[src/sv/ltq_pkg.sv]
// Shared types and constants for the linked thread queue manager.
package ltq_pkg;

   // default sizes
   localparam int NODES_DEF  = 32;
   localparam int QUEUES_DEF = 8;

   // fixed field widths of the request and response words
   localparam int ACTION_W   = 3;
   localparam int QUEUE_ID_W = 3;
   localparam int NODE_IDX_W = 5;

   // action codes
   typedef enum logic [ACTION_W-1:0] {
      ACT_INS_BACK  = 3'd0,
      ACT_INS_FRONT = 3'd1,
      ACT_REM_HEAD  = 3'd2,
      ACT_REM_NODE  = 3'd3,
      ACT_PEEK      = 3'd4
   } action_type;

   // request word
   typedef struct packed {
      logic [ACTION_W-1:0]   action;
      logic [QUEUE_ID_W-1:0] queue_id;
      logic [NODE_IDX_W-1:0] node_index;
   } req_type;

   // response word
   typedef struct packed {
      logic                  found;
      logic [NODE_IDX_W-1:0] node_out;
      logic                  queue_empty;
   } rsp_type;

   // sequencer states
   typedef enum logic [2:0] {
      ST_IDLE,
      ST_DECODE,
      ST_READ_TAIL,
      ST_LINK,
      ST_WALK,
      ST_UNLINK,
      ST_RESP
   } state_type;

   // tail table update controls
   typedef struct packed {
      logic set_tail;
      logic set_valid;
      logic clr_valid;
   } tail_upd_type;

endpackage

[src/sv/ltq_ram.sv]
// Generic single write port, single read port RAM with registered read.
module ltq_ram
   import ltq_pkg::*;
#(
   parameter int WIDTH = NODE_IDX_W,
   parameter int DEPTH = NODES_DEF
) (
   input  logic                     clock,
   input  logic                     wr_en,
   input  logic [$clog2(DEPTH)-1:0] wr_addr,
   input  logic [WIDTH-1:0]         wr_data,
   input  logic                     rd_en,
   input  logic [$clog2(DEPTH)-1:0] rd_addr,
   output logic [WIDTH-1:0]         rd_data
);

   logic [WIDTH-1:0] mem_ff [DEPTH];
   logic [WIDTH-1:0] rd_data_ff;

   // write port
   always_ff @(posedge clock) begin
      if (wr_en) begin
         mem_ff[wr_addr] <= wr_data;
      end
   end

   // read port, output holds while not enabled
   always_ff @(posedge clock) begin
      if (rd_en) begin
         rd_data_ff <= mem_ff[rd_addr];
      end
   end

   assign rd_data = rd_data_ff;

endmodule

[src/sv/ltq_tail.sv]
// Per-queue tail pointer and non-empty flag table.
module ltq_tail
   import ltq_pkg::*;
#(
   parameter int NODES  = NODES_DEF,
   parameter int QUEUES = QUEUES_DEF,
   localparam int NW    = $clog2(NODES),
   localparam int QW    = (QUEUES > 1) ? $clog2(QUEUES) : 1
) (
   input  logic          clock,
   input  logic          reset,
   input  logic [QW-1:0] q_idx,
   input  tail_upd_type  upd,
   input  logic [NW-1:0] tail_new,
   output logic [NW-1:0] tail_cur,
   output logic          have
);

   logic [NW-1:0] tail_ff  [QUEUES];
   logic          valid_ff [QUEUES];

   // table update for the addressed queue
   always_ff @(posedge clock) begin
      if (reset) begin
         for (int i = 0; i < QUEUES; i++) begin
            tail_ff[i]  <= '0;
            valid_ff[i] <= 1'b0;
         end
      end else begin
         if (upd.set_tail) begin
            tail_ff[q_idx] <= tail_new;
         end
         if (upd.set_valid) begin
            valid_ff[q_idx] <= 1'b1;
         end else if (upd.clr_valid) begin
            valid_ff[q_idx] <= 1'b0;
         end
      end
   end

   assign tail_cur = tail_ff[q_idx];
   assign have     = valid_ff[q_idx];

endmodule

[src/sv/ltq_ctrl.sv]
// Sequencer: decodes a request and steps the link tables through it.
module ltq_ctrl
   import ltq_pkg::*;
#(
   parameter int NODES  = NODES_DEF,
   parameter int QUEUES = QUEUES_DEF,
   localparam int NW    = $clog2(NODES),
   localparam int QW    = (QUEUES > 1) ? $clog2(QUEUES) : 1,
   localparam int SW    = $clog2(NODES + 1)
) (
   input  logic          clock,
   input  logic          reset,
   input  logic          start,
   output logic          busy,
   input  req_type       req_data,
   output logic          rsp_strobe,
   output logic          found,
   output logic [NW-1:0] node,
   output logic          q_ok,
   // tail table
   output logic [QW-1:0] q_idx,
   output tail_upd_type  tail_upd,
   output logic [NW-1:0] tail_new,
   input  logic [NW-1:0] tail_cur,
   input  logic          have,
   // link tables: shared read address
   output logic          rd_en,
   output logic [NW-1:0] rd_addr,
   input  logic [NW-1:0] nxt_rdata,
   input  logic [NW-1:0] prv_rdata,
   output logic          nxt_we,
   output logic [NW-1:0] nxt_waddr,
   output logic [NW-1:0] nxt_wdata,
   output logic          prv_we,
   output logic [NW-1:0] prv_waddr,
   output logic [NW-1:0] prv_wdata
);

   state_type             state_ff, state_in;
   logic [ACTION_W-1:0]   act_ff, act_in;
   logic [QUEUE_ID_W-1:0] q_ff, q_in;
   logic                  q_ok_ff, q_ok_in;
   logic [NW-1:0]         blk_ff, blk_in;
   logic                  blk_ok_ff, blk_ok_in;
   logic [SW-1:0]         steps_ff, steps_in;
   logic                  found_ff, found_in;
   logic [NW-1:0]         node_ff, node_in;

   logic accept;
   logic cur_hit;
   logic cur_end;

   assign accept  = start && (state_ff == ST_IDLE);
   // ring walk compares on the link read just returned
   assign cur_hit = (nxt_rdata == blk_ff);
   assign cur_end = (nxt_rdata == tail_cur) || (steps_ff == SW'(NODES));

   // registers
   always_ff @(posedge clock) begin
      if (reset) begin
         state_ff <= ST_IDLE;
      end else begin
         state_ff <= state_in;
      end
      act_ff    <= act_in;
      q_ff      <= q_in;
      q_ok_ff   <= q_ok_in;
      blk_ff    <= blk_in;
      blk_ok_ff <= blk_ok_in;
      steps_ff  <= steps_in;
      found_ff  <= found_in;
      node_ff   <= node_in;
   end

   // next state
   always_comb begin
      state_in = state_ff;
      unique case (state_ff)
         ST_IDLE: begin
            if (start) begin
               state_in = ST_DECODE;
            end
         end
         ST_DECODE: begin
            state_in = ST_RESP;
            if (q_ok_ff) begin
               case (act_ff) inside
                  ACT_INS_BACK, ACT_INS_FRONT: begin
                     if (blk_ok_ff && have) begin
                        state_in = ST_READ_TAIL;
                     end
                  end
                  ACT_REM_HEAD, ACT_PEEK: begin
                     if (have) begin
                        state_in = ST_READ_TAIL;
                     end
                  end
                  ACT_REM_NODE: begin
                     if (have && blk_ok_ff) begin
                        state_in = ST_READ_TAIL;
                     end
                  end
                  default: state_in = ST_RESP;
               endcase
            end
         end
         ST_READ_TAIL: begin
            state_in = ST_RESP;
            case (act_ff) inside
               ACT_INS_BACK, ACT_INS_FRONT: state_in = ST_LINK;
               ACT_REM_HEAD: begin
                  if (nxt_rdata != tail_cur) begin
                     state_in = ST_UNLINK;
                  end
               end
               ACT_REM_NODE: begin
                  if (blk_ff != tail_cur) begin
                     state_in = ST_WALK;
                  end
               end
               default: state_in = ST_RESP;
            endcase
         end
         ST_LINK: state_in = ST_RESP;
         ST_WALK: begin
            if (cur_hit) begin
               state_in = ST_UNLINK;
            end else if (cur_end) begin
               state_in = ST_RESP;
            end
         end
         ST_UNLINK: state_in = ST_RESP;
         ST_RESP:   state_in = ST_IDLE;
         default:   state_in = ST_IDLE;
      endcase
   end

   // datapath and table controls
   always_comb begin
      act_in    = act_ff;
      q_in      = q_ff;
      q_ok_in   = q_ok_ff;
      blk_in    = blk_ff;
      blk_ok_in = blk_ok_ff;
      steps_in  = steps_ff;
      found_in  = found_ff;
      node_in   = node_ff;
      tail_upd  = '0;
      tail_new  = blk_ff;
      rd_en     = 1'b0;
      rd_addr   = tail_cur;
      nxt_we    = 1'b0;
      nxt_waddr = blk_ff;
      nxt_wdata = blk_ff;
      prv_we    = 1'b0;
      prv_waddr = blk_ff;
      prv_wdata = blk_ff;

      unique case (state_ff)
         ST_IDLE: begin
            if (accept) begin
               act_in    = req_data.action;
               q_in      = req_data.queue_id;
               q_ok_in   = (32'(req_data.queue_id) < QUEUES);
               blk_in    = NW'(req_data.node_index);
               blk_ok_in = (32'(req_data.node_index) < NODES);
               found_in  = 1'b0;
               node_in   = '0;
            end
         end
         ST_DECODE: begin
            if (q_ok_ff) begin
               case (act_ff) inside
                  ACT_INS_BACK, ACT_INS_FRONT: begin
                     if (blk_ok_ff) begin
                        found_in = 1'b1;
                        node_in  = blk_ff;
                        if (have) begin
                           rd_en = 1'b1;
                        end else begin
                           // first block: links to itself
                           nxt_we             = 1'b1;
                           prv_we             = 1'b1;
                           tail_upd.set_tail  = 1'b1;
                           tail_upd.set_valid = 1'b1;
                        end
                     end
                  end
                  ACT_REM_HEAD, ACT_PEEK: rd_en = have;
                  ACT_REM_NODE: rd_en = have && blk_ok_ff;
                  default: rd_en = 1'b0;
               endcase
            end
         end
         ST_READ_TAIL: begin
            // link outputs hold next and prev of the tail
            case (act_ff) inside
               ACT_INS_BACK, ACT_INS_FRONT: begin
                  nxt_we    = 1'b1;
                  nxt_wdata = nxt_rdata;
                  prv_we    = 1'b1;
                  prv_waddr = nxt_rdata;
               end
               ACT_PEEK: begin
                  found_in = 1'b1;
                  node_in  = nxt_rdata;
               end
               ACT_REM_HEAD: begin
                  found_in = 1'b1;
                  if (nxt_rdata == tail_cur) begin
                     node_in            = tail_cur;
                     tail_upd.clr_valid = 1'b1;
                  end else begin
                     node_in = nxt_rdata;
                     rd_en   = 1'b1;
                     rd_addr = nxt_rdata;
                  end
               end
               ACT_REM_NODE: begin
                  if (blk_ff == tail_cur) begin
                     found_in = 1'b1;
                     node_in  = tail_cur;
                     if (nxt_rdata == tail_cur) begin
                        tail_upd.clr_valid = 1'b1;
                     end else begin
                        // predecessor becomes the tail, tail unlinked
                        tail_upd.set_tail = 1'b1;
                        tail_new          = prv_rdata;
                        prv_we            = 1'b1;
                        prv_waddr         = nxt_rdata;
                        prv_wdata         = prv_rdata;
                        nxt_we            = 1'b1;
                        nxt_waddr         = prv_rdata;
                        nxt_wdata         = nxt_rdata;
                     end
                  end else begin
                     steps_in = '0;
                  end
               end
               default: found_in = 1'b0;
            endcase
         end
         ST_LINK: begin
            nxt_we    = 1'b1;
            nxt_waddr = tail_cur;
            prv_we    = 1'b1;
            prv_wdata = tail_cur;
            if (act_ff == ACT_INS_BACK) begin
               tail_upd.set_tail = 1'b1;
            end
         end
         ST_WALK: begin
            // one link per cycle: read address comes from the last read
            rd_addr = nxt_rdata;
            if (cur_hit) begin
               rd_en    = 1'b1;
               found_in = 1'b1;
               node_in  = blk_ff;
            end else if (!cur_end) begin
               rd_en    = 1'b1;
               steps_in = steps_ff + SW'(1);
            end
         end
         ST_UNLINK: begin
            // splice neighbors of the removed block together
            prv_we    = 1'b1;
            prv_waddr = nxt_rdata;
            prv_wdata = prv_rdata;
            nxt_we    = 1'b1;
            nxt_waddr = prv_rdata;
            nxt_wdata = nxt_rdata;
         end
         ST_RESP: begin
            found_in = found_ff;
         end
         default: found_in = found_ff;
      endcase
   end

   assign busy       = (state_ff != ST_IDLE);
   assign rsp_strobe = (state_ff == ST_RESP);
   assign found      = found_ff;
   assign node       = node_ff;
   assign q_ok       = q_ok_ff;
   assign q_idx      = QW'(q_ff);

endmodule

[src/sv/linked_thread_queue_manager.sv]
// Top level: circular doubly linked queues over a pool of thread blocks.
//
// Keeps QUEUES circular doubly linked queues over NODES thread blocks; each
// queue is named by its tail, and its head is the block after the tail. A
// request (start high while busy is low) names an action, a queue and a
// block, and gives exactly one response word, shown for one cycle with
// rsp_strobe; the receiver cannot hold it off, so it must take it then.
// Removal of a named block that is not the tail walks the ring over the
// next-link RAM, one registered read per cycle. busy stays high from
// accept until the strobe cycle ends. Inserting a block that is already
// on a ring is not checked and corrupts the links.
module linked_thread_queue_manager
   import ltq_pkg::*;
#(
   parameter int NODES  = NODES_DEF,
   parameter int QUEUES = QUEUES_DEF
) (
   input  logic    clock,
   input  logic    reset,
   input  logic    start,
   output logic    busy,
   input  req_type req_data,
   output logic    rsp_strobe,
   output rsp_type rsp_data
);

   localparam int NW = $clog2(NODES);
   localparam int QW = (QUEUES > 1) ? $clog2(QUEUES) : 1;

   logic          found;
   logic [NW-1:0] node;
   logic          q_ok;
   logic [QW-1:0] q_idx;
   tail_upd_type  tail_upd;
   logic [NW-1:0] tail_new;
   logic [NW-1:0] tail_cur;
   logic          have;
   logic          rd_en;
   logic [NW-1:0] rd_addr;
   logic [NW-1:0] nxt_rdata;
   logic [NW-1:0] prv_rdata;
   logic          nxt_we;
   logic [NW-1:0] nxt_waddr;
   logic [NW-1:0] nxt_wdata;
   logic          prv_we;
   logic [NW-1:0] prv_waddr;
   logic [NW-1:0] prv_wdata;

   ltq_ctrl #(
      .NODES  (NODES),
      .QUEUES (QUEUES)
   ) u_ctrl (
      .clock      (clock),
      .reset      (reset),
      .start      (start),
      .busy       (busy),
      .req_data   (req_data),
      .rsp_strobe (rsp_strobe),
      .found      (found),
      .node       (node),
      .q_ok       (q_ok),
      .q_idx      (q_idx),
      .tail_upd   (tail_upd),
      .tail_new   (tail_new),
      .tail_cur   (tail_cur),
      .have       (have),
      .rd_en      (rd_en),
      .rd_addr    (rd_addr),
      .nxt_rdata  (nxt_rdata),
      .prv_rdata  (prv_rdata),
      .nxt_we     (nxt_we),
      .nxt_waddr  (nxt_waddr),
      .nxt_wdata  (nxt_wdata),
      .prv_we     (prv_we),
      .prv_waddr  (prv_waddr),
      .prv_wdata  (prv_wdata)
   );

   ltq_tail #(
      .NODES  (NODES),
      .QUEUES (QUEUES)
   ) u_tail (
      .clock    (clock),
      .reset    (reset),
      .q_idx    (q_idx),
      .upd      (tail_upd),
      .tail_new (tail_new),
      .tail_cur (tail_cur),
      .have     (have)
   );

   // link toward the head
   ltq_ram #(
      .WIDTH (NW),
      .DEPTH (NODES)
   ) u_next_ram (
      .clock   (clock),
      .wr_en   (nxt_we),
      .wr_addr (nxt_waddr),
      .wr_data (nxt_wdata),
      .rd_en   (rd_en),
      .rd_addr (rd_addr),
      .rd_data (nxt_rdata)
   );

   // link toward the tail
   ltq_ram #(
      .WIDTH (NW),
      .DEPTH (NODES)
   ) u_prev_ram (
      .clock   (clock),
      .wr_en   (prv_we),
      .wr_addr (prv_waddr),
      .wr_data (prv_wdata),
      .rd_en   (rd_en),
      .rd_addr (rd_addr),
      .rd_data (prv_rdata)
   );

   // response word; a queue number out of range reads as empty
   always_comb begin
      rsp_data.found       = found;
      rsp_data.node_out    = NODE_IDX_W'(node);
      rsp_data.queue_empty = !q_ok || !have;
   end

endmodule

[config.mk]
export PLATFORM = sky130hd
export DESIGN_NAME = linked_thread_queue_manager
export DESIGN_NICKNAME = d
export VERILOG_FILES = /design/src/sv/ltq_pkg.sv /design/src/sv/ltq_ram.sv /design/src/sv/ltq_tail.sv /design/src/sv/ltq_ctrl.sv /design/src/sv/linked_thread_queue_manager.sv
export SDC_FILE = /design/constraint.sdc
export NUM_CORES = 1
export LEC_CHECK = 0
export BUFFER_PORTS_ARGS = -buffer_cell sky130_fd_sc_hd__buf_2
export CORE_UTILIZATION = 39
export DETAILED_ROUTE_END_ITERATION = 7
export PLACE_DENSITY = 0.51
export SLEW_MARGIN = 0
export SYNTH_ARGS = -nofsm -noshare
export SYNTH_HDL_FRONTEND = slang
export SYNTH_SLANG_ARGS = --single-unit
export TNS_END_PERCENT = 20
[constraint.sdc]
create_clock -name clock -period 5.3 [get_ports clock]
set_input_delay 0.265 -clock clock [delete_from_list [all_inputs] [get_ports clock]]
set_output_delay 0.265 -clock clock [all_outputs]
set_load 0.05 [all_outputs]
# Yosys cells after proc, flatten, opt, wreduce, memory -nomap -nowiden
# Memories as Yosys holds them, arrays and structs flattened. A register that Yosys moved wholly into a read port is not among the register bits.
# Index checks and enable logic that the tools add are counted.
word_totals:
  word_cells: 176
  mem_bits_rw: 368
  n_memories: 4
  input_bits: 14
  out_inout_bits: 9
  reg_bits: 26
mem_list:
  columns: ["memory", "depth", "word_bits", "read_ports", "rd_clocked_by_memory_dff", "write_ports", "line", "rtl"]
  rows:
  - ["u_next_ram.mem_ff", 32, 5, 1, 1, 1, "ltq_ram.sv:17", "logic [WIDTH-1:0] mem_ff [DEPTH];"]
  - ["u_prev_ram.mem_ff", 32, 5, 1, 1, 1, "ltq_ram.sv:17", null]
  - ["u_tail.tail_ff", 8, 5, 1, 1, 8, "ltq_tail.sv:19", "logic [NW-1:0] tail_ff [QUEUES];"]
  - ["u_tail.valid_ff", 8, 1, 1, 1, 8, "ltq_tail.sv:20", "logic valid_ff [QUEUES];"]
op_classes:
  n_reduce_logical: 18
  muxes: 114
  bitwise: 1
  eq_ne: 31
  add_sub_neg: 1
ops:
  columns: ["cell", "n"]
  rows:
  - ["2-to-1 mux 5 bit", 26]
  - ["2-to-1 mux 1 bit", 53]
  - ["2-to-1 mux 6 bit", 7]
  - ["2-to-1 mux 3 bit", 12]
  - ["one-hot mux 5 bit (2 select lines)", 2]
  - ["one-hot mux 5 bit (4 select lines)", 1]
  - ["inequality test 2 bit (second input constant)", 8]
  - ["equality test 5 bit", 3]
  - ["one-hot mux 3 bit (5 select lines)", 1]
  - ["one-hot mux 5 bit (3 select lines)", 1]
  - ["equality test 3 x 2 -> 1 bit (second input constant)", 4]
  - ["equality test 3 bit (second input constant)", 4]
  - ["2-to-1 mux 2 bit", 6]
  - ["one-hot mux 6 bit (2 select lines)", 1]
  - ["inequality test 5 bit", 2]
  - ["one-hot mux 1 bit (3 select lines)", 3]
  - ["inequality test 4 x 1 -> 1 bit (second input constant)", 2]
  - ["AND reduction 8 bit", 1]
  - ["AND reduction 7 bit", 1]
  - ["adder 6 x 1 -> 6 bit (second input constant)", 1]
  - ["equality test 3 x 1 -> 1 bit (second input constant)", 2]
  - ["equality test 6 bit (second input constant)", 1]
  - ["logical NOT 3 bit", 2]
  - ["inequality test 2 x 1 -> 1 bit (second input constant)", 3]
  - ["15 further kinds", 18]

# Logic depth before layout (Yosys ltp)
depth:
  ltp_word: 15
  depth_mapped: 14
  ltp_nobuf: 10

# By module
# Synthesis repeated with hierarchy kept, for this count alone.
hier_totals:
  hier_cells: 1035
  area_unflattened_um2: 17678.2
by_module_without_submodules:
  columns: ["mod", "cells_each", "area_per_inst_um2", "instances"]
  rows:
  - ["ltq_ram", 277, 6394.9, 2]
  - ["ltq_ctrl", 309, 2539.9, 1]
  - ["ltq_tail", 170, 2337.2, 1]
  - ["linked_thread_queue_manager", 2, 11.3, 1]

# Least setup slack after synthesis
# No wires, ideal clock.
synth_timing:
  path_kind: "reg-to-reg"
  from: "register with a tool-made name"
  to: "memory u_next_ram.mem_ff[17][0] in the netlist's numbering (enable)"
  period_less_slack_ps: 4563
  arrival_time_ps: 4189
  path_slack_ps: 737
  setup_time_ps: 374
  stages_incl_launch_ff: 12
  cell_sequence: "dfxtp_1 > buf_6 > mux2_1 > mux4_2 > xnor2_1 > nor3_1 > nand4_1 > clkbuf_1 > nand3_1 > o211ai_1 > nand2_1 > nor3_1"
synth_lines:
  columns: ["item", "line"]
  rows:
  - ["end, declared", "ltq_ram.sv:17"]

==> flow_summary_export.csv <==
group,metric,value,unit
synth,synthCells,1495,
clocking,cts_tree,"yes",
sta,final_max_slew_viol_count,0,
worst_setup_path,max_stage_delay,0.75,ns
floorplan,core_area,45580,sq um
place,dpl.cell_count,2080,
place,placed_cell_area,19100,sq um
floorplan,placement_rows,78,
detailed_routing,drt_wl_total,49.08,mm
global_route,grt_pass1_vias,12090,
sta,max_slew.worst_pin.slew,1.231,ns
worst_setup_path,worst_setup_path_start_kind,"register",
worst_setup_path,cp-end-kind,"register",
clocking,cts_htree_levels,2,
synth,mappedNetlistNets,1511,
cells_and_area,nets,1554,
clocking,clk_root_buffer_cell,"clkbuf_16",
detailed_routing,detailroute.via_count,12060,
sta,grt_setup_unrepaired,"no",
sta,timing.final.crit_period,4.823,ns
detailed_routing,detail_route.vias_per_cell,5.564,
synth,synth.top_cells.by_area,"edfxtp_1, nand2_1, and3_1",
place,post-place-ws,0.4799,ns
power_and_ir_drop,peak_ir_drop_on_the_vdd_network,0.3854,mV
worst_setup_path,cpMaxStageDelayCell,"nor3_1",
synth,ys.flop_type,"edfxtp_1",
power_and_ir_drop,power.density_cell_area,655.5,nW/um^2
synth,ys_async_sr_fraction,0,%
sta,fmax,0.2073,GHz
worst_setup_path,worstPathCellList,"mux2_1 > mux4_2 > xnor2_1 > o211ai_1 > and4bb_1 > a31oi_4 > a221oi_4 > nand3b_1 > nor3_1",
detailed_routing,first_iter_violations,1271,
synth,synth_cell_type_count,67,
synth,synth-edff-count,401,
global_route,antenna_found_initial,0,
clocking,cts_bufs_inserted,45,
worst_setup_path,critPathKind,"reg2reg",
power_and_ir_drop,finalPower,13.50,mW
cells_and_area,fin_cells,2168,
sta,final.setup_skew,0.01585,ns
place,gp_routability_congestion,0.8663,
place,place.detailed.hpwl,31.58,mm
synth,synth.avg_cell_area,12.10,sq um
worst_setup_path,crit_required,5.50,ns
clocking,numClockSinks,407,
clocking,ctsLongestPathBuffers,3,
sta,worst_slack,0.4767,ns
floorplan,ioPinCount,23,
cells_and_area,fill_cells,4204,
detailed_routing,detail_route.drc_violations,0,
synth,ys_ff_latch,407,
global_route,grt_start_max_net_pins,73,
synth,yosys.cell_count.top_type,"edfxtp_1",
floorplan,die-width,217.3,microns
synth,synth.mux.area_fraction,3.549,%
worst_setup_path,worstPathMaxFanout,9,
cells_and_area,final_area,20590,sq um
synth,synth.cell_area,18080,sq um
global_route,gr-total-overflow,0,
worst_setup_path,critical_path.n_buffers_inverters,0,
cells_and_area,final_util,45.18,%
cells_and_area,area_growth_syn_to_layout,13.87,%
detailed_routing,postRouteAntennaNets,0,
place,port-buffer-count,22,
floorplan,die_height,217.3,microns
detailed_routing,wl_per_cell,22.64,microns
run_status,status,"finished, final reports clean",
cells_and_area,drive_above_1_share,12.12,%
synth,synth_top_area_share,66.59,%
synth,synth_seq_area_share,67.25,%
hold_path,holdCritPathClass,"in2reg",
clocking,clk_latency,0.57,ns
synth,yosys.area.top_type,"edfxtp_1",
job,cap_violations,0,
global_route,first_pass_grt_wire_length,74.98,mm
sta,max_slew_margin,17.26,%
clocking,clkSlewWorstSetupHoldPaths,0.06,ns
synth,synth_simple_gate_area_share,17.50,%
synth,post_synth_xor_area_fraction,0.8718,%
floorplan,initial_utilization,39.68,%
synth,synth_compound_area_share,8.102,%
power_and_ir_drop,power_leakage,7.077,nW
cells_and_area,diodes,0,
sta,finalSetupViolCount,0,
global_route,global_route.usage.total,21.26,%
worst_setup_path,worst_ep_arrival_time,5.02,ns
synth,synth_fa_ha_area_share,0.1384,%
sta,layout_worst_path_cycle_share,91.01,%
synth,main_combinational_cell_family_by_area_after_synthesis,"simple AND/OR/NAND/NOR gates",
floorplan,die_area,47230,sq um
synth,synth_warnings,0,
worst_setup_path,critPathTopFamily,"simple AND/OR/NAND/NOR gates",
synth,most_used_standard_cells_in_the_synthesized_netlist,"edfxtp_1, nand2_1, nor2_1",
detailed_routing,drt_pass1_iterations,5,
sta,timing.hold.ws,0.1351,ns
sta,timing_hold_violations_final,0,
sta,totalNegativeSetupSlack,0,ns
==> worst register-to-register path, stage by stage (launching register included) <==
cell and delay [ns]:
dfxtp_1 0.58, mux2_1 0.37, mux4_2 0.59, xnor2_1 0.19, o211ai_1 0.14, and4bb_1 0.52
a31oi_4 0.21, a221oi_4 0.55, nand3b_1 0.57, nor3_1 0.75
==> report_power, final <==
part / switching [mW] / internal (mW)
registers: 0.199 / 4.24
clock network: 1.24 / 1.73
logic: 4.25 / 1.84
total: 5.69 / 7.81
==> what timing repair did <==
| item | 4_1_cts | 5_1_grt |
|---|---|---|
| gates resized for setup | 0 | 0 |
| hold buffers | 11 | 0 |
| setup buffers | 0 | 0 |
| endpoints found under the hold margin | 14 | 0 |
==> sequential cells by signal (all words and copies together) (netlist names), named ones only <==
register            count
u_ctrl.act_ff           3
u_ctrl.node             5
u_ctrl.q_idx            3
u_ctrl.found            1
u_ctrl.state_ff         3
u_next_ram.rd_data      5
u_tail.valid_ff         8
u_prev_ram.rd_data      5
u_ctrl.blk_ff           5
u_next_ram.mem_ff     160
u_prev_ram.mem_ff     160
u_tail.tail_ff         40
u_ctrl.steps_ff         6
==> cells by family (layout without fill, tap and decap cells) <==
family,Yosys count,in the layout
DFF,407,407
AOI/OAI and AO/OA,217,217
adders and majority gates,2,2
buffers and inverters,114,187
muxes,55,55
xor gates and xnor gates,18,18
and+or+nand+nor,682,682
==> metal layers <==
layer | global-route usage, % | vias up | part of all wire, %
met5 | 0 | - | 0
met4 | 7.371 | 0 | 2.9
met3 | 3.522 | 95 | 5.5
met2 | 33.82 | 393 | 47
met1 | 29.43 | 5943 | 45
li1 | - | 5631 | -
==> final timing paths <==
path,from,to,slack (ns),cells after the start
worst max register to register,register,u_next_ram.mem_ff[22][4]$_DFFE_PP_,0.48,9
worst min-delay path,start,u_ctrl.state_ff[1]$_SDFFE_PP0P_,0.14,3
worst max-delay path,register,u_next_ram.mem_ff[22][4]$_DFFE_PP_,0.48,9
worst min register to register,u_ctrl.steps_ff[0]$_SDFFCE_PP0P_,u_ctrl.steps_ff[0]$_SDFFCE_PP0P_,0.62,1
==> placed cells by master (no fill, tap or decap), types with 22 or more instances in the layout <==
| master | count |
|---|---|
| buf_4 | 62 |
| a21oi_1 | 27 |
| nand2_1 | 345 |
| nor2_1 | 83 |
| nand3_1 | 31 |
| o22ai_1 | 31 |
| and3_1 | 70 |
| a31oi_1 | 65 |
| nor3_1 | 60 |
| buf_2 | 22 |
| mux2i_1 | 35 |
| clkbuf_16 | 46 |
| edfxtp_1 | 401 |
==> cell type report <==
class	count	area, sq um	area share (%)
Sequential cell	407	12160	59.06
Clock buffer	55	1185	5.754
Multi-Input combinational cell	974	5509	26.75
Timing Repair Buffer	98	745.7	3.622
Inverter	12	45.04	0.2188
Clock inverter	22	193.9	0.9418
Tap cell	600	750.7	3.646
Power figures use the tool's default switching activity.
